--- src/sv/sds_pkg.sv ---
// Shared types, constants and a helper function for sound direction steering.
package sds_pkg;

	localparam int LEVEL_BITS     = 15;
	localparam int CFG_INDEX_BITS = 3;
	localparam int CFG_DATA_BITS  = 16;
	localparam int THR_BITS       = 16;
	localparam int CMP_BITS       = (LEVEL_BITS > THR_BITS) ? LEVEL_BITS : THR_BITS;
	localparam int PROD_BITS      = LEVEL_BITS + 8;

	// register indexes on the config port
	localparam logic [CFG_INDEX_BITS-1:0] REG_LEVEL_THRESHOLD   = 3'd0;
	localparam logic [CFG_INDEX_BITS-1:0] REG_SIDE_RATIO_Q2     = 3'd1;
	localparam logic [CFG_INDEX_BITS-1:0] REG_FORE_AFT_RATIO_Q2 = 3'd2;
	localparam logic [CFG_INDEX_BITS-1:0] REG_HOLD_TICKS        = 3'd3;
	localparam logic [CFG_INDEX_BITS-1:0] REG_TURN_SPEED        = 3'd4;
	localparam logic [CFG_INDEX_BITS-1:0] REG_FULL_SPEED        = 3'd5;

	// request opcodes
	localparam logic OP_EVALUATE = 1'b0;
	localparam logic OP_TICK     = 1'b1;

	typedef struct packed {
		logic [15:0] level_threshold;
		logic [7:0]  side_ratio_q2;
		logic [7:0]  fore_aft_ratio_q2;
		logic [15:0] hold_ticks;
		logic [7:0]  turn_speed;
		logic [7:0]  full_speed;
	} cfg_t;

	typedef struct packed {
		logic                  opcode;
		logic [LEVEL_BITS-1:0] front_level;
		logic [LEVEL_BITS-1:0] left_level;
		logic [LEVEL_BITS-1:0] back_level;
		logic [LEVEL_BITS-1:0] right_level;
	} item_t;

	typedef struct packed {
		logic [7:0] left_speed;
		logic       left_forward;
		logic [7:0] right_speed;
		logic       right_forward;
		logic       motor_updated;
		logic       side_hold;
		logic       fore_aft_hold;
	} result_t;

	// own side wins: 4*own >= ratio*other and own reaches the threshold
	function automatic logic side_wins(
		input logic [LEVEL_BITS-1:0] own,
		input logic [LEVEL_BITS-1:0] other,
		input logic [7:0]            ratio,
		input logic [THR_BITS-1:0]   thr
	);
		logic [PROD_BITS-1:0] own4;
		logic [PROD_BITS-1:0] prod;
		own4 = {6'd0, own, 2'b00};
		prod = PROD_BITS'(other) * PROD_BITS'(ratio);
		return (own4 >= prod) && (CMP_BITS'(own) >= CMP_BITS'(thr));
	endfunction

endpackage

--- src/sv/sds_ifs.sv ---
// Handshake channel interfaces: request, result and config write.
interface sds_item_if import sds_pkg::*; ();
	logic                  valid;
	logic                  ready;
	logic                  opcode;
	logic [LEVEL_BITS-1:0] front_level;
	logic [LEVEL_BITS-1:0] left_level;
	logic [LEVEL_BITS-1:0] back_level;
	logic [LEVEL_BITS-1:0] right_level;

	modport source (output valid, opcode, front_level, left_level, back_level, right_level,
		input ready);
	modport sink (input valid, opcode, front_level, left_level, back_level, right_level,
		output ready);
endinterface

interface sds_result_if;
	logic       valid;
	logic       ready;
	logic [7:0] left_speed;
	logic       left_forward;
	logic [7:0] right_speed;
	logic       right_forward;
	logic       motor_updated;
	logic       side_hold;
	logic       fore_aft_hold;

	modport source (output valid, left_speed, left_forward, right_speed, right_forward,
		motor_updated, side_hold, fore_aft_hold, input ready);
	modport sink (input valid, left_speed, left_forward, right_speed, right_forward,
		motor_updated, side_hold, fore_aft_hold, output ready);
endinterface

interface sds_cfg_if import sds_pkg::*; ();
	logic                      valid;
	logic                      ready;
	logic [CFG_INDEX_BITS-1:0] index;
	logic [CFG_DATA_BITS-1:0]  data;

	modport source (output valid, index, data, input ready);
	modport sink (input valid, index, data, output ready);
endinterface

--- src/sv/sds_cfg.sv ---
// Configuration register file written over the config channel.
module sds_cfg import sds_pkg::*; (
	input  logic    clk,
	input  logic    arst_n,
	sds_cfg_if.sink cfg,
	output cfg_t    regs
);
	cfg_t regs_q;

	assign cfg.ready = 1'b1;
	assign regs      = regs_q;

	always_ff @(posedge clk or negedge arst_n) begin
		if (!arst_n) begin
			regs_q.level_threshold   <= 16'd250;
			regs_q.side_ratio_q2     <= 8'd10;
			regs_q.fore_aft_ratio_q2 <= 8'd8;
			regs_q.hold_ticks        <= 16'd100;
			regs_q.turn_speed        <= 8'd128;
			regs_q.full_speed        <= 8'd255;
		end else if (cfg.valid) begin
			case (cfg.index)
				REG_LEVEL_THRESHOLD:   regs_q.level_threshold   <= cfg.data;
				REG_SIDE_RATIO_Q2:     regs_q.side_ratio_q2     <= cfg.data[7:0];
				REG_FORE_AFT_RATIO_Q2: regs_q.fore_aft_ratio_q2 <= cfg.data[7:0];
				REG_HOLD_TICKS:        regs_q.hold_ticks        <= cfg.data;
				REG_TURN_SPEED:        regs_q.turn_speed        <= cfg.data[7:0];
				REG_FULL_SPEED:        regs_q.full_speed        <= cfg.data[7:0];
				default: ;
			endcase
		end
	end
endmodule

--- src/sv/sds_steer.sv ---
// Steering state: confirm counters, holds, hold timer and motor command.
module sds_steer import sds_pkg::*; (
	input  logic    clk,
	input  logic    arst_n,
	input  logic    fire,
	input  item_t   item,
	input  cfg_t    regs,
	output result_t nxt
);
	logic [1:0]  front_q, left_q, back_q, right_q;
	logic        side_hold_q, fa_hold_q;
	logic [15:0] hold_count_q;
	logic        hold_running_q;
	logic [7:0]  lspd_q, rspd_q;
	logic        lfwd_q, rfwd_q;

	logic [1:0]  front_d, left_d, back_d, right_d;
	logic        side_hold_d, fa_hold_d;
	logic [15:0] hold_count_d, limit, count_inc;
	logic        hold_running_d;
	logic [7:0]  lspd_d, rspd_d;
	logic        lfwd_d, rfwd_d, updated;
	logic        l_win, r_win, f_win, b_win, lr_win, fb_win;
	logic [1:0]  l_inc, r_inc, f_inc, b_inc;

	always_comb begin
		l_win = side_wins(item.left_level, item.right_level, regs.side_ratio_q2,
			regs.level_threshold);
		r_win = side_wins(item.right_level, item.left_level, regs.side_ratio_q2,
			regs.level_threshold);
		f_win = side_wins(item.front_level, item.back_level, regs.fore_aft_ratio_q2,
			regs.level_threshold);
		b_win = side_wins(item.back_level, item.front_level, regs.fore_aft_ratio_q2,
			regs.level_threshold);
		l_inc = left_q + 2'd1;
		r_inc = right_q + 2'd1;
		f_inc = front_q + 2'd1;
		b_inc = back_q + 2'd1;
		limit = (regs.hold_ticks == 16'd0) ? 16'd1 : regs.hold_ticks;
		count_inc = hold_count_q + 16'd1;

		front_d = front_q; left_d = left_q; back_d = back_q; right_d = right_q;
		side_hold_d = side_hold_q; fa_hold_d = fa_hold_q;
		hold_count_d = hold_count_q; hold_running_d = hold_running_q;
		lspd_d = lspd_q; rspd_d = rspd_q; lfwd_d = lfwd_q; rfwd_d = rfwd_q;
		updated = 1'b0; lr_win = 1'b0; fb_win = 1'b0;

		if (item.opcode == OP_EVALUATE) begin
			if (!side_hold_q) begin
				if (l_win) begin
					lr_win = 1'b1;
					right_d = 2'd0;
					left_d = l_inc;
					if (l_inc > 2'd1) begin
						lspd_d = regs.turn_speed; lfwd_d = 1'b1;
						rspd_d = regs.full_speed; rfwd_d = 1'b1;
						updated = 1'b1; left_d = 2'd0;
					end
				end else if (r_win) begin
					lr_win = 1'b1;
					left_d = 2'd0;
					right_d = r_inc;
					if (r_inc > 2'd1) begin
						lspd_d = regs.full_speed; lfwd_d = 1'b1;
						rspd_d = regs.turn_speed; rfwd_d = 1'b1;
						updated = 1'b1; right_d = 2'd0;
					end
				end
			end
			// front/back applied after left/right so it overrides
			if (!fa_hold_q) begin
				if (f_win) begin
					fb_win = 1'b1;
					back_d = 2'd0;
					front_d = f_inc;
					if (f_inc > 2'd1) begin
						lspd_d = regs.full_speed; lfwd_d = 1'b1;
						rspd_d = regs.full_speed; rfwd_d = 1'b1;
						updated = 1'b1; front_d = 2'd0;
					end
				end else if (b_win) begin
					fb_win = 1'b1;
					front_d = 2'd0;
					back_d = b_inc;
					if (b_inc > 2'd2) begin
						lspd_d = regs.full_speed; lfwd_d = 1'b0;
						rspd_d = regs.full_speed; rfwd_d = 1'b0;
						updated = 1'b1; back_d = 2'd0;
					end
				end
			end
			if (lr_win) side_hold_d = 1'b1;
			if (fb_win) fa_hold_d = 1'b1;
			if (lr_win || fb_win) begin
				hold_count_d = 16'd0;
				hold_running_d = 1'b1;
			end
		end else if (hold_running_q) begin
			hold_count_d = count_inc;
			if (count_inc >= limit) begin
				side_hold_d = 1'b0;
				fa_hold_d = 1'b0;
				hold_running_d = 1'b0;
				hold_count_d = 16'd0;
			end
		end

		nxt.left_speed    = lspd_d;
		nxt.left_forward  = lfwd_d;
		nxt.right_speed   = rspd_d;
		nxt.right_forward = rfwd_d;
		nxt.motor_updated = updated;
		nxt.side_hold     = side_hold_d;
		nxt.fore_aft_hold = fa_hold_d;
	end

	always_ff @(posedge clk or negedge arst_n) begin
		if (!arst_n) begin
			front_q <= 2'd0; left_q <= 2'd0; back_q <= 2'd0; right_q <= 2'd0;
			side_hold_q <= 1'b0; fa_hold_q <= 1'b0;
			hold_count_q <= 16'd0; hold_running_q <= 1'b0;
			lspd_q <= 8'd0; rspd_q <= 8'd0; lfwd_q <= 1'b0; rfwd_q <= 1'b0;
		end else if (fire) begin
			front_q <= front_d; left_q <= left_d; back_q <= back_d; right_q <= right_d;
			side_hold_q <= side_hold_d; fa_hold_q <= fa_hold_d;
			hold_count_q <= hold_count_d; hold_running_q <= hold_running_d;
			lspd_q <= lspd_d; rspd_q <= rspd_d; lfwd_q <= lfwd_d; rfwd_q <= rfwd_d;
		end
	end
endmodule

--- src/sv/sound_direction_steering.sv ---
// Sound direction steering top level: request register, steering logic, result register.
// Each request is either an evaluate (four microphone loudness levels) or a hold-timer tick,
// and produces exactly one result with the motor command, a motor-updated flag and both hold
// flags. A request is taken into an input register, judged against the steering state, and
// the result lands in an output register; one request per clock is sustained while results
// are taken. The state update (confirm counters, holds, timer) is made as each request moves
// on, so back-to-back requests always see the state left by the one before. When the result
// register is full and not taken, the input register stalls; the input register still
// accepts while the result waits as long as it is empty. Config writes are taken on every
// cycle and should be issued only while no request is in flight.
module sound_direction_steering import sds_pkg::*; (
	input  logic          clk,
	input  logic          arst_n,
	sds_item_if.sink      item,
	sds_result_if.source  result,
	sds_cfg_if.sink       cfg
);
	cfg_t    regs;
	item_t   item_s1;
	logic    valid_s1;
	result_t nxt;
	result_t result_s2;
	logic    valid_s2;
	logic    advance, fire;

	// stage 2 frees up when empty or being drained this cycle
	assign advance    = !valid_s2 || result.ready;
	assign fire       = valid_s1 && advance;
	assign item.ready = !valid_s1 || advance;

	sds_cfg u_cfg (
		.clk    (clk),
		.arst_n (arst_n),
		.cfg    (cfg),
		.regs   (regs)
	);

	sds_steer u_steer (
		.clk    (clk),
		.arst_n (arst_n),
		.fire   (fire),
		.item   (item_s1),
		.regs   (regs),
		.nxt    (nxt)
	);

	// request register
	always_ff @(posedge clk or negedge arst_n) begin
		if (!arst_n) begin
			valid_s1 <= 1'b0;
		end else if (item.valid && item.ready) begin
			valid_s1 <= 1'b1;
		end else if (fire) begin
			valid_s1 <= 1'b0;
		end
	end

	always_ff @(posedge clk) begin
		if (item.valid && item.ready) begin
			item_s1.opcode      <= item.opcode;
			item_s1.front_level <= item.front_level;
			item_s1.left_level  <= item.left_level;
			item_s1.back_level  <= item.back_level;
			item_s1.right_level <= item.right_level;
		end
	end

	// result register
	always_ff @(posedge clk or negedge arst_n) begin
		if (!arst_n) begin
			valid_s2 <= 1'b0;
		end else if (fire) begin
			valid_s2 <= 1'b1;
		end else if (result.ready) begin
			valid_s2 <= 1'b0;
		end
	end

	always_ff @(posedge clk) begin
		if (fire) begin
			result_s2 <= nxt;
		end
	end

	assign result.valid         = valid_s2;
	assign result.left_speed    = result_s2.left_speed;
	assign result.left_forward  = result_s2.left_forward;
	assign result.right_speed   = result_s2.right_speed;
	assign result.right_forward = result_s2.right_forward;
	assign result.motor_updated = result_s2.motor_updated;
	assign result.side_hold     = result_s2.side_hold;
	assign result.fore_aft_hold = result_s2.fore_aft_hold;
endmodule
--- src/flat_wrapper.sv ---
// flat-port wrapper written by rule: the top's interface ports become plain ports
module sound_direction_steering_flat import sds_pkg::*;
  (clk, arst_n, item_valid, item_opcode, item_front_level, item_left_level, item_back_level, item_right_level, item_ready, result_valid, result_left_speed, result_left_forward, result_right_speed, result_right_forward, result_motor_updated, result_side_hold, result_fore_aft_hold, result_ready, cfg_valid, cfg_index, cfg_data, cfg_ready);
  sds_item_if item_i ();
  sds_result_if result_i ();
  sds_cfg_if cfg_i ();
  input  logic clk;
  input  logic arst_n;
  input wire logic [$bits(item_i.valid)-1:0] item_valid;
  input wire logic [$bits(item_i.opcode)-1:0] item_opcode;
  input wire logic [$bits(item_i.front_level)-1:0] item_front_level;
  input wire logic [$bits(item_i.left_level)-1:0] item_left_level;
  input wire logic [$bits(item_i.back_level)-1:0] item_back_level;
  input wire logic [$bits(item_i.right_level)-1:0] item_right_level;
  output wire logic [$bits(item_i.ready)-1:0] item_ready;
  output wire logic [$bits(result_i.valid)-1:0] result_valid;
  output wire logic [$bits(result_i.left_speed)-1:0] result_left_speed;
  output wire logic [$bits(result_i.left_forward)-1:0] result_left_forward;
  output wire logic [$bits(result_i.right_speed)-1:0] result_right_speed;
  output wire logic [$bits(result_i.right_forward)-1:0] result_right_forward;
  output wire logic [$bits(result_i.motor_updated)-1:0] result_motor_updated;
  output wire logic [$bits(result_i.side_hold)-1:0] result_side_hold;
  output wire logic [$bits(result_i.fore_aft_hold)-1:0] result_fore_aft_hold;
  input wire logic [$bits(result_i.ready)-1:0] result_ready;
  input wire logic [$bits(cfg_i.valid)-1:0] cfg_valid;
  input wire logic [$bits(cfg_i.index)-1:0] cfg_index;
  input wire logic [$bits(cfg_i.data)-1:0] cfg_data;
  output wire logic [$bits(cfg_i.ready)-1:0] cfg_ready;
  assign item_i.valid = item_valid;
  assign item_i.opcode = item_opcode;
  assign item_i.front_level = item_front_level;
  assign item_i.left_level = item_left_level;
  assign item_i.back_level = item_back_level;
  assign item_i.right_level = item_right_level;
  assign item_ready = item_i.ready;
  assign result_valid = result_i.valid;
  assign result_left_speed = result_i.left_speed;
  assign result_left_forward = result_i.left_forward;
  assign result_right_speed = result_i.right_speed;
  assign result_right_forward = result_i.right_forward;
  assign result_motor_updated = result_i.motor_updated;
  assign result_side_hold = result_i.side_hold;
  assign result_fore_aft_hold = result_i.fore_aft_hold;
  assign result_i.ready = result_ready;
  assign cfg_i.valid = cfg_valid;
  assign cfg_i.index = cfg_index;
  assign cfg_i.data = cfg_data;
  assign cfg_ready = cfg_i.ready;
  sound_direction_steering u_core (.clk(clk), .arst_n(arst_n), .item(item_i), .result(result_i), .cfg(cfg_i));
endmodule
--- config.mk ---
export PLATFORM = sky130hd
export DESIGN_NAME = sound_direction_steering_flat
export DESIGN_NICKNAME = d
export VERILOG_FILES = /design/src/sv/sds_pkg.sv /design/src/sv/sds_ifs.sv /design/src/sv/sds_cfg.sv /design/src/sv/sds_steer.sv /design/src/sv/sound_direction_steering.sv /design/src/flat_wrapper.sv
export SDC_FILE = /design/constraint.sdc
export NUM_CORES = 1
export LEC_CHECK = 0
export BUFFER_PORTS_ARGS = -buffer_cell sky130_fd_sc_hd__buf_4
export CORE_ASPECT_RATIO = 1.5
export CORE_MARGIN = 5
export CORE_UTILIZATION = 40
export DETAILED_ROUTE_END_ITERATION = 16
export GPL_TIMING_DRIVEN = 1
export PLACE_DENSITY_LB_ADDON = 0.3
export SLEW_MARGIN = 30
export SYNTH_ARGS = -nofsm -noshare
export SYNTH_HDL_FRONTEND = slang
export SYNTH_SLANG_ARGS = --single-unit
--- constraint.sdc ---
create_clock -name clk -period 6.5 [get_ports clk]
set_input_delay 0.65 -clock clk [delete_from_list [all_inputs] [get_ports clk]]
set_output_delay 0.65 -clock clk [all_outputs]
set_load 0.02 [all_outputs]
==> impl_metrics.yaml, run 1 <==
run_status:
  outcome: "finished, violations left"
  failed_checks: "setup timing"
grt:
  grt_pass1_wl_um: 126500
  grt_usage_pct: 22.18
  grt_max_degree: 77
  grt_pass1_vias: 23500
  antenna_found_initial: 5
  overflow: 0
setup_path:
  critPathBufInv: 9
  criticalPathCategory: "reg -> reg"
  ff2ff_setup_slack_ps: -380
  max_stage_delay_ps: 500
  required_ps: 6840
  cp_slowest_cell: "fa_1"
  path_delay_family: "adder cells"
  cp-end-kind: "flop"
  crit_path_start_kind: "flop"
  critPathMaxFanout: 8
  crit_path_frequent_cell: "fa_1"
  crit_arrival_ps: 7220
min_path:
  hold_class: "in -> async"
sta:
  tns_ps: -15760
  slew_violations: 0
  fin_ws_ps: -378.6
  setup_viol: 59
  fin_skew_ps: 28.45
  rsz0062_at_grt: "yes"
  worst_pin_slew_ps: 945.7
  fmax_mhz: 145.4
  slew_headroom_pct: 36.95
  hold_viol: 0
  finalCriticalPeriod_ps: 6879
  post-route-period-util_pct: 105.8
floorplan:
  ios: 109
  die_w_um: 220.9
  fp.dieArea_um2: 72070
  fp-row-count: 116
  die_h_um: 326.3
  start_util_pct: 40.14
  design.core.area_um2: 66470
yosys:
  synth.net_count: 3581
  synth_top_area_share_pct: 23.41
  yosysTopAreaCell: "fa_1"
  yosysMostFrequentCell: "inv_1"
  ys.flop_type: "dfrtp_1"
  async_flop_share_pct: 57.51
  yosysWarnings: 0
  synth_edf_count: 82
  avgSynthCellArea_um2: 9.289
  synthTopCellsByArea: "fa_1 (23%), ha_1 (15%), edfxtp_1 (9.2%)"
  synthDistinctLibCells: 87
  synthTopCellsByCount: "inv_1 (438), and2_1 (319), fa_1 (312), ha_1 (312), nand2_1 (281)"
  netlist_area_um2: 26680
  seq_area_frac_synth_pct: 19.74
  syn-instance-count: 2872
  ys_seq_elements: 193
cts:
  htreeDepth: 4
  root_buffer: "clkbuf_16"
  cts_buffers: 17
  cts_tree: "yes"
  clkLatencyLatePin_ps: 520
  cts.sinks: 193
  max-clock-path-buffers: 2
  path_clk_slew_ps: 100
  cts_hold_buffers: 0
placement:
  dp_cells: 4068
  dpl.hpwl_um: 63670
  port_buffers: 107
  dp_slack_ps: -630.1
  gp_congestion: 0.9143
drt:
  drt_wl_total_um: 81260
  detail_route.iter0.violations: 1277
  drt-wirelength-per-cell_um: 19.57
  firstDrtPassIters: 5
  drc: 0
  viasPerCell: 5.368
  vias: 22290
  ant_nets: 0
finish:
  drive_gt1_share_pct: 25.19
  num-nets-final: 3963
  syn_to_final_growth_pct: 25.48
  final_cells: 4152
  antennaDiodeCount: 0
run:
  maxCapViolCount: 0
-- cells in the final DEF, fill, tap and decap left out, drive strengths merged, types with 12 or more instances in the layout --
| cell | instances |
|---|---|
| a211oi | 21 |
| a21o | 29 |
| a21oi | 117 |
| and2 | 320 |
| and3 | 15 |
| buf | 450 |
| clkbuf | 21 |
| dfrtp | 90 |
| dfstp | 21 |
| edfxtp | 82 |
| fa | 312 |
| ha | 312 |
| inv | 445 |
| mux2 | 51 |
| mux2i | 38 |
| nand2 | 281 |
| nand2b | 19 |
| nand3 | 27 |
| nand4 | 16 |
| nor2 | 94 |
| nor2b | 15 |
| nor3 | 102 |
| nor4 | 32 |
| o21a | 18 |
| o21ai | 109 |
| o21bai | 12 |
| xnor2 | 37 |
| xor2 | 37 |
-- sequential cells by signal, summed over array words and instances (netlist names) --
register and count:
u_core.u_cfg.regs 64, u_core.item_s1 61, u_core.u_steer.hold_count_q 16, u_core.result.left_speed 8, u_core.result.right_speed 8, u_core.u_steer.lspd_q 8, u_core.u_steer.rspd_q 8, u_core.u_steer.back_q 2
u_core.u_steer.front_q 2, u_core.u_steer.left_q 2, u_core.u_steer.right_q 2, u_core.result.fore_aft_hold 1, u_core.result.left_forward 1, u_core.result.motor_updated 1, u_core.result.right_forward 1, u_core.result.side_hold 1
u_core.result.valid 1, u_core.u_steer.fa_hold_q 1, u_core.u_steer.hold_running_q 1, u_core.u_steer.lfwd_q 1, u_core.u_steer.rfwd_q 1, u_core.u_steer.side_hold_q 1, u_core.valid_s1 1
-- worst paths after layout --
kind,start,endpoint,depth (start not counted)
worst max-delay path,u_core.u_cfg.regs[38]$_DFFE_PN0P_,u_core.result.right_speed[6]$_DFFE_PP_,35
worst min-delay path,arst_n,u_core.result.valid$_DFFE_PN0P_,1
worst max register to register,u_core.u_cfg.regs[38]$_DFFE_PN0P_,u_core.result.right_speed[6]$_DFFE_PP_,35
worst min register to register,u_core.u_steer.left_q[0]$_DFFE_PN0P_,u_core.u_steer.left_q[0]$_DFFE_PN0P_,2
max in group asynchronous,arst_n,u_core.u_cfg.regs[36]$_DFFE_PN0P_,2
min in group clk,item_opcode,u_core.item_s1[60]$_DFFE_PP_,1
-- cell type report --
type                    instances  area [um^2]
clock buffers                  17        425.4
clock inverters                15        215.2
fillers                      6160        33000
inverters                     438         1644
multi-input cells            2150        20880
flip-flops and latches        193         5269
well taps                     885         1107
repair buffers                454         3935
-- logic make-up (layout without fill, tap and decap cells) --
logic type,Yosys count,count (layout),synth area share (%)
other,1,1,0.01406
AO/OA/AOI/OAI,394,396,9.506
buffers and inverters,532,924,7.649
flip-flops,193,193,19.74
AND/OR/NAND/NOR,965,966,19.04
XOR/XNOR,74,74,2.429
multiplexers,89,89,3.578
adder cells (fa/ha/maj),624,624,38.04
-- per-layer routing --
metal  up-vias  GRT usage, %  share of wire, %
met5         -             0            0.0086
met4         2         10.98               5.3
met3       205         2.948               4.0
met2       639         41.43                53
met1     11180         24.63                37
li1      10270             -                 -
-- repair_timing --
item	CTS	global route
pin swaps	93	82
buffers inserted	34	13
setup endpoints to repair	65	66
gates cloned	4	3
gates resized for setup	186	152
-- metrics by stage --
| step | hold slack [ps] | util [%] | area [um^2] |
|---|---|---|---|
| detailed placement | 462.9 | 46.43 | 30860 |
| global placement | 450.5 | 46.37 | 30830 |
| global route | 113.4 | 50.36 | 33480 |
| floorplan | 354.4 | - | 26820 |
| CTS | 96.49 | 49.17 | 32690 |
| finish | 86.77 | 50.36 | 33480 |
Power of run 1 is left out: the tool's default activity adds up to more than one toggle a clock period on the data nets, which glitch-free logic cannot reach.
==> run 2, diff against run 1 <==
- CELL_PAD_IN_SITES_DETAIL_PLACEMENT: unset -> 1
- CELL_PAD_IN_SITES_GLOBAL_PLACEMENT: unset -> 2
- clock period: 6.5 -> 7.3 ns (I/O delays scaled with it)
==> impl_metrics.yaml, run 2 (same netlist as run 1, synthesis figures left out) <==
cts:
  cts_buffers: 17
  clkLatencyLatePin_ps: 500
  cts_hold_buffers: 0
  cts.sinks: 193
  htreeDepth: 4
  max-clock-path-buffers: 2
  cts_tree: "yes"
  path_clk_slew_ps: 80
  root_buffer: "clkbuf_16"
run:
  maxCapViolCount: 0
drt:
  vias: 21830
  drc: 0
  viasPerCell: 5.516
  drt-wirelength-per-cell_um: 22.70
  drt_wl_total_um: 89820
  firstDrtPassIters: 5
  detail_route.iter0.violations: 969
  ant_nets: 0
floorplan:
  die_w_um: 220.9
  start_util_pct: 40.14
  design.core.area_um2: 66470
  fp.dieArea_um2: 72070
  die_h_um: 326.3
  fp-row-count: 116
  ios: 109
min_path:
  hold_class: "in -> async"
setup_path:
  critPathMaxFanout: 8
  max_stage_delay_ps: 520
  startpoint: "u_core.u_cfg.regs[35]$_DFFE_PN1P_"
  crit_arrival_ps: 7370
  crit_path_frequent_cell: "fa_1"
  r2r_start: "u_core.u_cfg.regs[35]$_DFFE_PN1P_"
  cp-end-kind: "flop"
  required_ps: 7550
  criticalPathCategory: "reg -> reg"
  crit_path_start_kind: "flop"
  cp_slowest_cell: "dfstp_4"
  ff2ff_setup_slack_ps: 180
finish:
  num-nets-final: 3768
  final_util_pct: 46.13
  antennaDiodeCount: 0
  final_common_cell: "inv_1"
  nFillCells: 7730
  final_cells: 3957
  final_cell_mix: "inv_1 (434), and2_1 (315), fa_1 (310), ha_1 (299), nand2_1 (281)"
  drive_gt1_share_pct: 15.76
  syn_to_final_growth_pct: 14.94
  largest_reg_flops: 64
run_status:
  outcome: "finished clean"
grt:
  antenna_found_initial: 0
  overflow: 0
  grt_usage_pct: 24.67
  grt_pass1_vias: 24680
  grt_pass1_wl_um: 139400
  grt_max_degree: 62
sta:
  hold_viol: 0
  slew_headroom_pct: 36.63
  worst_pin_slew_ps: 950.5
  fin_skew_ps: 17.61
  slew_violations: 0
  fmax_mhz: 140.5
  setup_viol: 0
  finalCriticalPeriod_ps: 7118
  hold_slack_ps: 220.5
  post-route-period-util_pct: 97.51
placement:
  dp_cells: 3892
  dpl.hpwl_um: 71040
  port_buffers: 107
  gp_congestion: 0.8713
run 2: cell count changes in the layout (fill, tap and decap cells not counted), sizes merged:
| cell | change |
|---|---|
| nand3b | -1 |
| bufinv | +2 |
| buf | -192 |
| clkbuf | -2 |
| clkinv | -2 |
run 2: cell type report:
| class | instances | area, um^2 | share of cell area (%) |
|---|---|---|---|
| multi-input cells | 2149 | 19870 | 64.78 |
| inverters | 438 | 1644 | 5.362 |
| well taps | 885 | 1107 | 3.611 |
| flip-flops and latches | 193 | 5279 | 17.21 |
| repair buffers | 260 | 2152 | 7.018 |
| clock buffers | 17 | 425.4 | 1.387 |
| clock inverters | 15 | 191.4 | 0.6243 |
run 2: path summary, 6_finish.rpt:
path                       cells past startpoint                                     to
setup / recovery                              32  u_core.result.left_speed[3]$_DFFE_PP_
hold / removal                                 1   u_core.u_steer.rspd_q[6]$_DFFE_PN0P_
setup reg to reg                              32  u_core.result.left_speed[3]$_DFFE_PP_
hold reg to reg                                2   u_core.u_steer.left_q[0]$_DFFE_PN0P_
max in group asynchronous                      3      u_core.u_cfg.regs[41]$_DFFE_PN1P_
min in group clk                               1           u_core.item_s1[14]$_DFFE_PP_
run 2: stage by stage:
stage | instance area (um^2) | setup WS [ps] | TNS, ps
after floorplan | 26680 | 312.3 | 0
after global placement | 29250 | 36.27 | 0
after detailed placement | 29270 | -136.9 | -2513
after CTS | 29920 | 21.97 | 0
after global routing | 30660 | -169.1 | -3691
final | 30660 | 181.7 | 0
run 2: metal layers:
layer	global-route usage [%]	vias to the layer above	routed length (um)
met2	47.48	430	48830
met4	10.45	0	4563
met1	27.18	11370	33980
met3	2.912	166	2445
li1	-	9859	-
met5	0	-	0
run 2: timing repair:
| action | in CTS | in global routing |
|---|---|---|
| buffers inserted | 0 | 30 |
| gates resized for setup | 8 | 100 |
| pin swaps | 2 | 56 |
| setup endpoints to repair | 40 | 59 |
| gates cloned | 1 | 3 |
run 2: worst max-delay path, delay by kind of cell, from the launching register on:
kind / cells / cell delay [ps]
AO/OA/AOI/OAI: 11 / 2090
XOR/XNOR: 1 / 160
adder cells (fa/ha/maj): 6 / 2630
buffers and inverters: 7 / 680
flip-flops: 1 / 520
AND/OR/NAND/NOR: 7 / 780
Power of run 2 is left out for the same reason.
